$ cat config.mk
export PLATFORM = sky130hd
export DESIGN_NAME = indexed_list_insert_remove_flat
export DESIGN_NICKNAME = d
export VERILOG_FILES = /design/src/hw/rtl/ilir_pkg.sv /design/src/hw/rtl/ilir_req_if.sv /design/src/hw/rtl/ilir_ctrl.sv /design/src/hw/rtl/ilir_datapath.sv /design/src/hw/rtl/indexed_list_insert_remove.sv /design/src/flat_wrapper.sv
export VERILOG_INCLUDE_DIRS = /design/src /design/src/hw/rtl
export SDC_FILE = /design/constraint.sdc
export NUM_CORES = 2
export LEC_CHECK = 0
export ABC_AREA = 1
export BUFFER_PORTS_ARGS = -buffer_cell sky130_fd_sc_hd__buf_4
export CORE_MARGIN = 5
export CORE_UTILIZATION = 65
export DETAILED_ROUTE_END_ITERATION = 10
export PLACE_DENSITY_LB_ADDON = 0.12
export SLEW_MARGIN = 20
export SYNTH_ARGS = -nofsm -noshare
export SYNTH_HDL_FRONTEND = slang
export SYNTH_SLANG_ARGS = --single-unit
$ cat constraint.sdc
create_clock -name clk -period 8 [get_ports clk]
set_input_delay 0 -clock clk [delete_from_list [all_inputs] [get_ports clk]]
set_output_delay 0 -clock clk [all_outputs]
set_load 0.02 [all_outputs]
$ cat src/hw/rtl/indexed_list_insert_remove_assert.svh
// ----------------------------------------------------------------------------
// indexed_list_insert_remove_assert.svh
// assertion macros shared by the indexed list modules
// ----------------------------------------------------------------------------
`ifndef INDEXED_LIST_INSERT_REMOVE_ASSERT_SVH
`define INDEXED_LIST_INSERT_REMOVE_ASSERT_SVH

// concurrent check, disabled while reset is asserted
`define ILIR_ASSERT(label, clk, rst_n, prop, msg) \
    label: assert property (@(posedge clk) disable iff (!rst_n) prop) \
        else $error(msg);

// concurrent check that also holds during reset
`define ILIR_ASSERT_ALWAYS(label, clk, prop, msg) \
    label: assert property (@(posedge clk) prop) else $error(msg);

`endif

$ cat src/hw/rtl/ilir_pkg.sv
// ----------------------------------------------------------------------------
// ilir_pkg
// constants, codes and shared types of the indexed list block
// ----------------------------------------------------------------------------
package ilir_pkg;

    localparam int CAPACITY  = 16;
    localparam int WORD_BITS = 32;
    localparam int IDX_W     = (CAPACITY > 1) ? $clog2(CAPACITY) : 1;
    localparam int CNT_W     = $clog2(CAPACITY + 1);

    typedef logic [WORD_BITS-1:0] word_t;
    typedef logic [CNT_W-1:0]     cnt_t;

    typedef enum logic [1:0] {
        OP_INSERT = 2'd0,
        OP_REMOVE = 2'd1,
        OP_READ   = 2'd2
    } func_t;

    typedef enum logic [1:0] {
        ST_OK    = 2'd0,
        ST_FULL  = 2'd1,
        ST_RANGE = 2'd2,
        ST_EMPTY = 2'd3
    } status_t;

    typedef enum logic [1:0] {
        S_IDLE,
        S_EXEC,
        S_RESP
    } state_t;

    typedef struct packed {
        logic load;
        logic exec;
    } cmd_t;

    // fold the 32-bit port word into a stored word
    function automatic word_t take_word(input logic [31:0] w);
        logic [63:0] wide;
        wide = {32'd0, w};
        return wide[WORD_BITS-1:0];
    endfunction

    // stored word back to the 32-bit port word
    function automatic logic [31:0] give_word(input word_t w);
        logic [63:0] wide;
        wide = 64'(w);
        return wide[31:0];
    endfunction

endpackage

$ cat src/hw/rtl/ilir_req_if.sv
// ----------------------------------------------------------------------------
// ilir_req_if / ilir_rsp_if
// request and response channels with valid/ready handshake
// ----------------------------------------------------------------------------
interface ilir_req_if;
    logic        valid;
    logic        ready;
    logic [1:0]  func;
    logic [5:0]  position;
    logic [31:0] entry_word;

    modport source (output valid, func, position, entry_word, input ready);
    modport sink   (input valid, func, position, entry_word, output ready);
endinterface

interface ilir_rsp_if;
    logic        valid;
    logic        ready;
    logic [31:0] data_word;
    logic [1:0]  status;
    logic [6:0]  entry_count;
    logic        is_full;

    modport source (output valid, data_word, status, entry_count, is_full, input ready);
    modport sink   (input valid, data_word, status, entry_count, is_full, output ready);
endinterface

$ cat src/hw/rtl/ilir_ctrl.sv
// ----------------------------------------------------------------------------
// ilir_ctrl
// sequencer: accept a word, run it through the datapath, hold the response
// ----------------------------------------------------------------------------
module ilir_ctrl
    import ilir_pkg::*;
(
    input  logic clk,
    input  logic rst_n,
    input  logic req_valid,
    output logic req_ready,
    output logic rsp_valid,
    input  logic rsp_ready,
    output cmd_t cmd
);

`include "indexed_list_insert_remove_assert.svh"

    state_t state_reg;
    state_t state_next;

    always_ff @(posedge clk or negedge rst_n)
    begin
        if (!rst_n)
        begin
            state_reg <= S_IDLE;
        end
        else
        begin
            state_reg <= state_next;
        end
    end

    always_comb
    begin
        state_next = state_reg;
        req_ready  = 1'b0;
        rsp_valid  = 1'b0;
        cmd        = '0;
        case (state_reg)
            S_IDLE:
            begin
                req_ready = 1'b1;
                if (req_valid)
                begin
                    cmd.load   = 1'b1;
                    state_next = S_EXEC;
                end
            end
            S_EXEC:
            begin
                cmd.exec   = 1'b1;
                state_next = S_RESP;
            end
            S_RESP:
            begin
                rsp_valid = 1'b1;
                // the next word may enter as the response leaves
                req_ready = rsp_ready;
                if (rsp_ready)
                begin
                    if (req_valid)
                    begin
                        cmd.load   = 1'b1;
                        state_next = S_EXEC;
                    end
                    else
                    begin
                        state_next = S_IDLE;
                    end
                end
            end
            default:
            begin
                state_next = S_IDLE;
            end
        endcase
    end

    `ILIR_ASSERT(a_exec_after_load, clk, rst_n, cmd.exec |-> $past(cmd.load), "exec without load")
    `ILIR_ASSERT_ALWAYS(a_no_load_and_exec, clk, !(cmd.load && cmd.exec), "load during exec")

endmodule

$ cat src/hw/rtl/ilir_datapath.sv
// ----------------------------------------------------------------------------
// ilir_datapath
// shifting slot cells, entry count and response register
// ----------------------------------------------------------------------------
module ilir_datapath
    import ilir_pkg::*;
(
    input  logic        clk,
    input  logic        rst_n,
    input  cmd_t        cmd,
    input  logic [1:0]  func,
    input  logic [5:0]  position,
    input  logic [31:0] entry_word,
    output logic [31:0] data_word,
    output logic [1:0]  status,
    output logic [6:0]  entry_count,
    output logic        is_full
);

`include "indexed_list_insert_remove_assert.svh"

    func_t       func_reg;
    logic [5:0]  pos_reg;
    word_t       word_reg;

    word_t       slots_reg [CAPACITY];
    word_t       slots_next [CAPACITY];
    cnt_t        count_reg;
    cnt_t        count_next;

    logic [31:0] data_word_reg;
    status_t     status_reg;
    cnt_t        count_out_reg;
    logic        full_out_reg;

    status_t     status_c;
    word_t       data_c;
    logic        ins_ok;
    logic        rem_ok;
    logic [6:0]  pos_ext;
    logic [6:0]  cnt_ext;
    logic [IDX_W-1:0] pos_idx;

    assign pos_ext = {1'b0, pos_reg};
    assign cnt_ext = 7'(count_reg);
    assign pos_idx = pos_reg[IDX_W-1:0];

    always_ff @(posedge clk)
    begin
        if (cmd.load)
        begin
            func_reg <= func_t'(func);
            pos_reg  <= position;
            word_reg <= take_word(entry_word);
        end
    end

    // operation decode and checks
    always_comb
    begin
        status_c = ST_OK;
        data_c   = '0;
        ins_ok   = 1'b0;
        rem_ok   = 1'b0;
        case (func_reg)
            OP_INSERT:
            begin
                if (cnt_ext >= 7'(CAPACITY))
                begin
                    status_c = ST_FULL;
                end
                else if (pos_ext > cnt_ext)
                begin
                    status_c = ST_RANGE;
                end
                else if (word_reg == '0)
                begin
                    status_c = ST_EMPTY;
                end
                else
                begin
                    ins_ok = 1'b1;
                end
            end
            OP_REMOVE:
            begin
                if (pos_ext >= cnt_ext)
                begin
                    status_c = ST_RANGE;
                end
                else
                begin
                    data_c = slots_reg[pos_idx];
                    rem_ok = 1'b1;
                end
            end
            OP_READ:
            begin
                if (pos_ext >= cnt_ext)
                begin
                    status_c = ST_RANGE;
                end
                else
                begin
                    data_c = slots_reg[pos_idx];
                end
            end
            default:
            begin
                status_c = ST_OK;
            end
        endcase
    end

    always_comb
    begin
        count_next = count_reg;
        if (cmd.exec && ins_ok)
        begin
            count_next = count_reg + cnt_t'(1);
        end
        else if (cmd.exec && rem_ok)
        begin
            count_next = count_reg - cnt_t'(1);
        end
    end

    // each cell picks from itself, the new word, its lower or its upper neighbor (zero past the top)
    for (genvar i = 0; i < CAPACITY; i++)
    begin : g_cell
        always_comb
        begin
            slots_next[i] = slots_reg[i];
            if (cmd.exec && ins_ok)
            begin
                if (7'(i) == pos_ext)
                begin
                    slots_next[i] = word_reg;
                end
                else if (7'(i) > pos_ext)
                begin
                    slots_next[i] = slots_reg[(i > 0) ? i - 1 : 0];
                end
            end
            else if (cmd.exec && rem_ok)
            begin
                if (7'(i) >= pos_ext)
                begin
                    slots_next[i] = (i < CAPACITY - 1) ?
                        slots_reg[(i < CAPACITY - 1) ? i + 1 : i] : '0;
                end
            end
        end

        always_ff @(posedge clk or negedge rst_n)
        begin
            if (!rst_n)
            begin
                slots_reg[i] <= '0;
            end
            else
            begin
                slots_reg[i] <= slots_next[i];
            end
        end
    end

    always_ff @(posedge clk or negedge rst_n)
    begin
        if (!rst_n)
        begin
            count_reg <= '0;
        end
        else
        begin
            count_reg <= count_next;
        end
    end

    always_ff @(posedge clk)
    begin
        if (cmd.exec)
        begin
            data_word_reg <= give_word(data_c);
            status_reg    <= status_c;
            count_out_reg <= count_next;
            full_out_reg  <= (7'(count_next) == 7'(CAPACITY));
        end
    end

    assign data_word   = data_word_reg;
    assign status      = status_reg;
    assign entry_count = 7'(count_out_reg);
    assign is_full     = full_out_reg;

    `ILIR_ASSERT(a_count_bound, clk, rst_n, 7'(count_reg) <= 7'(CAPACITY), "count above capacity")
    `ILIR_ASSERT(a_insert_grows, clk, rst_n, (cmd.exec && ins_ok) |=>
        (count_reg == $past(count_reg) + cnt_t'(1)), "insert did not grow count")
    `ILIR_ASSERT(a_top_clear, clk, rst_n, (7'(count_reg) != 7'(CAPACITY)) |->
        (slots_reg[CAPACITY-1] == '0), "top slot dirty below capacity")

endmodule

$ cat src/hw/rtl/indexed_list_insert_remove.sv
// ----------------------------------------------------------------------------
// indexed_list_insert_remove
// a request word is loaded, run through S_EXEC, then its response is held in S_RESP
// the slot cells update in one step
// a new request enters in the cycle its predecessor's response is taken
// reset: asynchronous, clears all slots and the entry count at once
// ----------------------------------------------------------------------------
module indexed_list_insert_remove
    import ilir_pkg::*;
(
    input  logic            clk,
    input  logic            rst_n,
    ilir_req_if.sink        req,
    ilir_rsp_if.source      rsp
);

    cmd_t cmd;

    ilir_ctrl u_ctrl (
        .clk       (clk),
        .rst_n     (rst_n),
        .req_valid (req.valid),
        .req_ready (req.ready),
        .rsp_valid (rsp.valid),
        .rsp_ready (rsp.ready),
        .cmd       (cmd)
    );

    ilir_datapath u_datapath (
        .clk         (clk),
        .rst_n       (rst_n),
        .cmd         (cmd),
        .func        (req.func),
        .position    (req.position),
        .entry_word  (req.entry_word),
        .data_word   (rsp.data_word),
        .status      (rsp.status),
        .entry_count (rsp.entry_count),
        .is_full     (rsp.is_full)
    );

endmodule

$ cat src/flat_wrapper.sv
// flat-port wrapper written by rule: the top's interface ports become plain ports
module indexed_list_insert_remove_flat import ilir_pkg::*;
  (clk, rst_n, req_valid, req_func, req_position, req_entry_word, req_ready, rsp_valid, rsp_data_word, rsp_status, rsp_entry_count, rsp_is_full, rsp_ready);
  ilir_req_if req_i ();
  ilir_rsp_if rsp_i ();
  input  logic clk;
  input  logic rst_n;
  input wire logic [$bits(req_i.valid)-1:0] req_valid;
  input wire logic [$bits(req_i.func)-1:0] req_func;
  input wire logic [$bits(req_i.position)-1:0] req_position;
  input wire logic [$bits(req_i.entry_word)-1:0] req_entry_word;
  output wire logic [$bits(req_i.ready)-1:0] req_ready;
  output wire logic [$bits(rsp_i.valid)-1:0] rsp_valid;
  output wire logic [$bits(rsp_i.data_word)-1:0] rsp_data_word;
  output wire logic [$bits(rsp_i.status)-1:0] rsp_status;
  output wire logic [$bits(rsp_i.entry_count)-1:0] rsp_entry_count;
  output wire logic [$bits(rsp_i.is_full)-1:0] rsp_is_full;
  input wire logic [$bits(rsp_i.ready)-1:0] rsp_ready;
  assign req_i.valid = req_valid;
  assign req_i.func = req_func;
  assign req_i.position = req_position;
  assign req_i.entry_word = req_entry_word;
  assign req_ready = req_i.ready;
  assign rsp_valid = rsp_i.valid;
  assign rsp_data_word = rsp_i.data_word;
  assign rsp_status = rsp_i.status;
  assign rsp_entry_count = rsp_i.entry_count;
  assign rsp_is_full = rsp_i.is_full;
  assign rsp_i.ready = rsp_ready;
  indexed_list_insert_remove u_core (.clk(clk), .rst_n(rst_n), .req(req_i), .rsp(rsp_i));
endmodule
**Yosys cells after proc, flatten, opt, wreduce, memory -nomap -nowiden**

Cells that the tools add are included.

- Add/sub/neg operators: 2
- Order comparisons: 35
- Eq/ne operators: 38
- Muxes and demuxes: 105
- Bitwise operators: 2
- Reductions and logical operators: 42

Operators with widths:

| operator | count |
|---|---|
| $mux W32 | 81 |
| $bmux W32 S4 | 1 |
| $eq A4 B6 Y1 const A | 8 |
| $ge A4 B6 Y1 const A | 8 |
| $gt A4 B6 Y1 const A | 8 |
| $reduce_and A3 Y1 | 16 |
| $reduce_bool A2 Y1 | 17 |
| $ne A3 B1 Y1 const B | 11 |
| $logic_not A32 Y1 | 1 |
| $eq A3 B6 Y1 const A | 4 |
| $ge A3 B6 Y1 const A | 4 |
| $gt A3 B6 Y1 const A | 4 |
| $eq A2 B6 Y1 const A | 2 |
| $ge A1 B6 Y1 const A | 2 |
| $ge A2 B6 Y1 const A | 2 |
| $gt A2 B6 Y1 const A | 2 |
| $mux W2 | 6 |
| $ne A3 B3 Y1 const B | 4 |
| $mux W1 | 11 |
| $ge A5 B5 Y1 const B | 2 |
| $mux W5 | 2 |
| $logic_not A7 Y1 | 1 |
| $eq A1 B6 Y1 const A | 1 |
| $ge A6 B5 Y1 | 1 |
| 17 further kinds | 25 |

- Flip-flop bits (word level): 599
- Bits of input ports: 44
- Logic and storage cells: 249

**Longest topological paths before layout**

- Depth in word-level cells: 8
- Depth in mapped cells: 16
- Depth with buffers taken out: 14

**By module**

Synthesis repeated with hierarchy kept, for this count alone.

- Cell total of the unflattened synthesis: 5320
- Area total of the unflattened synthesis: 36297.3 sq um

By module, submodules not included:

| module | instances | cells an instance | area an instance (sq um) | seq. area each (sq um) |
|---|---|---|---|---|
| ilir_datapath | 1 | 5303 | 36182.2 | 15339.7 |
| ilir_ctrl | 1 | 17 | 115.1 | 50.0 |

**Worst setup path before layout**

OpenSTA, ideal clock, no wires.

- Path kind: register to register
- Start: reg u_core.u_ctrl.state_reg[1]
- End: reg u_core.u_datapath.func_reg[0] (enable)
- Library setup time: 495 ps
- Arrival: 3435 ps
- Data required time: 7505 ps
- Path slack: 4070 ps
- Stages on the path, launching flop included: 4
- Clock period less this slack: 3930 ps
- Cells stage by stage: dfrtp_1 inv_1 nor2_1 nor3b_1

RTL lines:

| element | line | RTL |
|---|---|---|
| from (decl) | ilir_ctrl.sv:19 | `state_t state_reg;` |
| from (signal assigned) | ilir_ctrl.sv:30 | `state_reg <= state_next;` |
| to (signal assigned) | ilir_datapath.sv:52 | `func_reg <= func_t'(func);` |
| to (decl) | ilir_datapath.sv:22 | `func_t func_reg;` |

**Final worst setup path**

- Start: reg u_core.u_datapath.word_reg[14]
- End: reg u_core.u_datapath.slots_reg[109] (netlist bit)

- Longest elaborated chain between the ends: 8

RTL lines:

| element | line | RTL |
|---|---|---|
| from (decl) | ilir_datapath.sv:24 | `word_t word_reg;` |
| from (signal assigned) | ilir_datapath.sv:54 | `word_reg <= take_word(entry_word);` |
| $logic_not A32 Y1 * | ilir_datapath.sv:76 | `else if (word_reg == '0)` |
| $mux W1 * | ilir_datapath.sv:76 |  |
| $mux W1 * | ilir_datapath.sv:72 | `else if (pos_ext > cnt_ext)` |
| $mux W1 * | ilir_datapath.sv:68 | `if (cnt_ext >= 7'(CAPACITY))` |
| $mux W1 * | ilir_datapath.sv:65 | `case (func_reg)` |
| $logic_and A1 B1 Y1 * | ilir_datapath.sv:134 | `if (cmd.exec && ins_ok)` |
| $ne A3 B1 Y1 (no source line) / $reduce_bool A2 Y1 (equally long branches) | n/a |  |
| $reduce_and A3 Y1 (no source line) | n/a |  |
| to (signal, indexed assignment) | ilir_datapath.sv:163 | `slots_reg[i] <= slots_next[i];` |
| to (decl) | ilir_datapath.sv:26 | `word_t slots_reg [CAPACITY];` |

Mark *: on every way between the ends. The rest lies on a longest branch, timed or not.
A chain may end at the register's enable or synchronous reset.

==> results.json <==
{
  "fin_crit_sh_pct": 62.7,
  "grt_pass1_vias": 33500,
  "fillers": 4634,
  "dp_hpwl_um": 66200,
  "drt-initial-drc-count": 5818,
  "finalMaxSlewViolations": 0,
  "outcome": "finished with violations",
  "drive_above_1_share_pct": 5.69,
  "max-slew-margin-rel_pct": 16.1,
  "grt_pass1_wl_um": 192000,
  "rsz0062_at_grt": "no",
  "critical_path.startpoint_type": "flop",
  "critical_path_required_ns": 8.48,
  "cts_buffer_depth": 3,
  "wl_per_cell_um": 21.2,
  "violations": "hold timing",
  "cts_resized": 0,
  "clock_latency_ns": 0.62,
  "initial_utilization_pct": 65.9,
  "totalWireLength_um": 127000,
  "ant_nets": 0,
  "setup_viol": 0,
  "tightest_slew_ns": 1.25,
  "postCtsSetupBuffers": 0,
  "arrival_ns": 5.50,
  "ys_seq_area_share_pct": 42.1,
  "p_comb_share_pct": 11.7,
  "final_cell_area_mm2": 0.0397,
  "syn_avg_cell_area_um2": 6.87,
  "seqPwrFrac_pct": 44.0,
  "post_dp_cell_area_mm2": 0.0369,
  "net-switching-power_mw": 2.03,
  "clock_skew_ns": 0.0220,
  "synth-edff-count": 80,
  "cp_common_cell": "nand2_1",
  "period_minus_slack_ns": 5.01,
  "hp-class": "in2async",
  "grt_use_total_pct": 40.8,
  "tns_ns": 0,
  "synthFlopType": "dfrtp_1",
  "rows": 86,
  "clock_sinks": 599,
  "timing.fmax_mhz": 199,
  "finalNetCount": 5209,
  "ys.warnings.count": 0,
  "die_y_um": 247,
  "overflow": 0,
  "cts-root-buf": "clkbuf_16",
  "drt-pass1-iter-count": 6,
  "drc": 0,
  "synth_seq_cells": 599,
  "holdWs_ns": -0.0325,
  "die_area_mm2": 0.0610,
  "max_cap_viol_count": 0,
  "cp_slowest_cell": "clkinv_2",
  "cp_max_fo": 68,
  "synthArstFlopShare_pct": 86.6,
  "path_clk_slew_ns": 0.06,
  "area.growth.synth_to_final_pct": 8.55,
  "power.density_mw_per_mm2": 186,
  "leakage_nw": 17.6,
  "intPower_mw": 5.35,
  "critPathCaptureType": "flop",
  "reg2reg_depth": 11,
  "largest_reg_flops": 512,
  "die_w_um": 247,
  "syn-cell-area_mm2": 0.0365,
  "synthCells": 5314,
  "slowest_delay_ns": 1.09,
  "ir_worst_vdd_v": 0.000195,
  "cts_made_buffers": 68,
  "vias": 37200,
  "clkPwrFrac_pct": 44.3,
  "p_sw_share_pct": 27.5,
  "hold_viol": 8,
  "cts_tree": "built",
  "viasPerCell": 6.25,
  "finish.utilization_pct": 71.6,
  "place_congestion": 0.878,
  "cp_cell_sequence": "nor2_1, nand4_1, nor2_1, nand2_1, nand3_4, nand2_4, nand2_2, buf_4, clkinv_2, nand2_1, nand2_1",
  "antenna_found_initial": 2,
  "io_pins": 88,
  "path_class": "reg2reg",
  "core_area_mm2": 0.0554,
  "h-tree-depth": 3,
  "yosysUniqueCellTypes": 38,
  "grt_max_degree": 267,
  "portBuffers": 85
}
[critical path: cells and delay by family (launching register included)]
family	cells	cell delay, ns
buf+inv	2	1.71
flops	1	0.60
simple gates	9	2.51
[cell families after synthesis]
logic type	share of synthesized area, %
xor gates and xnor gates	0.144
adders and majority gates	0.377
and+or+nand+nor	21.6
other	0.0103
buffers and inverters	9.79
AOI/OAI and AO/OA	26.0
DFF	42.1
[Yosys cell counts (all sizes together), types with 2 or more instances]
cell type	instances	area [µm²]
nand2	1770	6650
o21ai	1391	6970
dfrtp	519	13000
inv	441	1660
nor2	242	1060
clkbuf	231	868
buf	189	962
a21oi	160	812
edfxtp	80	2400
o22ai	63	394
o211ai	62	465
o221ai	61	534
a41oi	32	280
clkinv	24	90.1
nand3	14	75.1
ha	11	138
nand4	9	71.3
xor2	5	43.8
a22oi	4	30.0
nor3b	2	15.0
[per-layer routing]
layer  share of wire, %  track usage [%]  up-vias
met4                5.3             18.8        2
met3                 16             12.5      489
li1                   -                -    17100
met2                 41             58.9     2673
met5              0.010                0        -
met1                 38             56.6    16900
[placed cells by master, fill, tap and decap left out, drive strengths merged]
cell type / count
nand2: 1770
o21ai: 1391
dfrtp: 519
inv: 439
nor2: 242
a21oi: 160
buf: 146
clkbuf: 104
edfxtp: 80
o22ai: 63
o211ai: 62
o221ai: 61
dlygate4sd3: 43
clkinv: 35
a41oi: 32
nand3: 14
ha: 11
nand4: 9
bufinv: 8
xor2: 5
a22oi: 4
diode: 2
conb: 2
nor3b: 2
and2: 1
nor3: 1
xnor2: 1
[path summary, 6_finish.rpt]
| kind | start | to | slack (ns) |
|---|---|---|---|
| min in group clk | req_entry_word[6] | u_core.u_datapath.word_reg[6] | 0.10 |
| worst max register to register | u_core.u_datapath.word_reg[14] | u_core.u_datapath.slots_reg[109] | 2.99 |
| worst min register to register | u_core.u_datapath.slots_reg[123] | u_core.u_datapath.slots_reg[123] | 0.52 |
| max in group asynchronous | rst_n | u_core.u_datapath.slots_reg[374] | 5.94 |
| worst min-delay path | rst_n | u_core.u_ctrl.state_reg[0] | -0.03 |
| worst max-delay path | u_core.u_datapath.word_reg[14] | u_core.u_datapath.slots_reg[109] | 2.99 |
[metrics by stage]
stage,cells,hold WS (ns),setup WS [ns],power [mW]
after CTS,5950,0.0433,3.13,7.35
final,5955,-0.0325,2.99,7.37
after global placement,5786,0.0653,3.26,4.10
after floorplan,5315,-0.296,4.07,3.76
after global routing,5953,0.0663,2.74,7.58
after detailed placement,5786,0.0570,3.14,4.11
[layout make-up]
cell class,count,area (µm²),area share [%]
Inverter,465,1750,4.41
Tap cell,748,936,2.36
Antenna cell,2,5.00,0.0126
Clock inverter,17,289,0.729
Multi-Input combinational cell,3831,17700,44.5
Timing Repair Buffer,189,1640,4.13
Sequential cell,599,15400,38.8
Clock buffer,104,1990,5.02
[power groups by stage]
stage | Clock [mW] | Combinational, mW | Sequential, mW
4_1_cts | 3.27 | 0.835 | 3.24
3_3_place_gp | 0 | 0.805 | 3.29
2_1_floorplan | 0 | 0.485 | 3.27
3_5_place_dp | 0 | 0.814 | 3.30
6_report | 3.27 | 0.861 | 3.25
5_1_grt | 3.41 | 0.920 | 3.25
[repair_timing]
item	CTS	global route
hold endpoints to repair	138	0
endpoints found under the setup margin	0	0
hold buffers	43	0
Note: power is estimated with default switching activity, not from simulation.
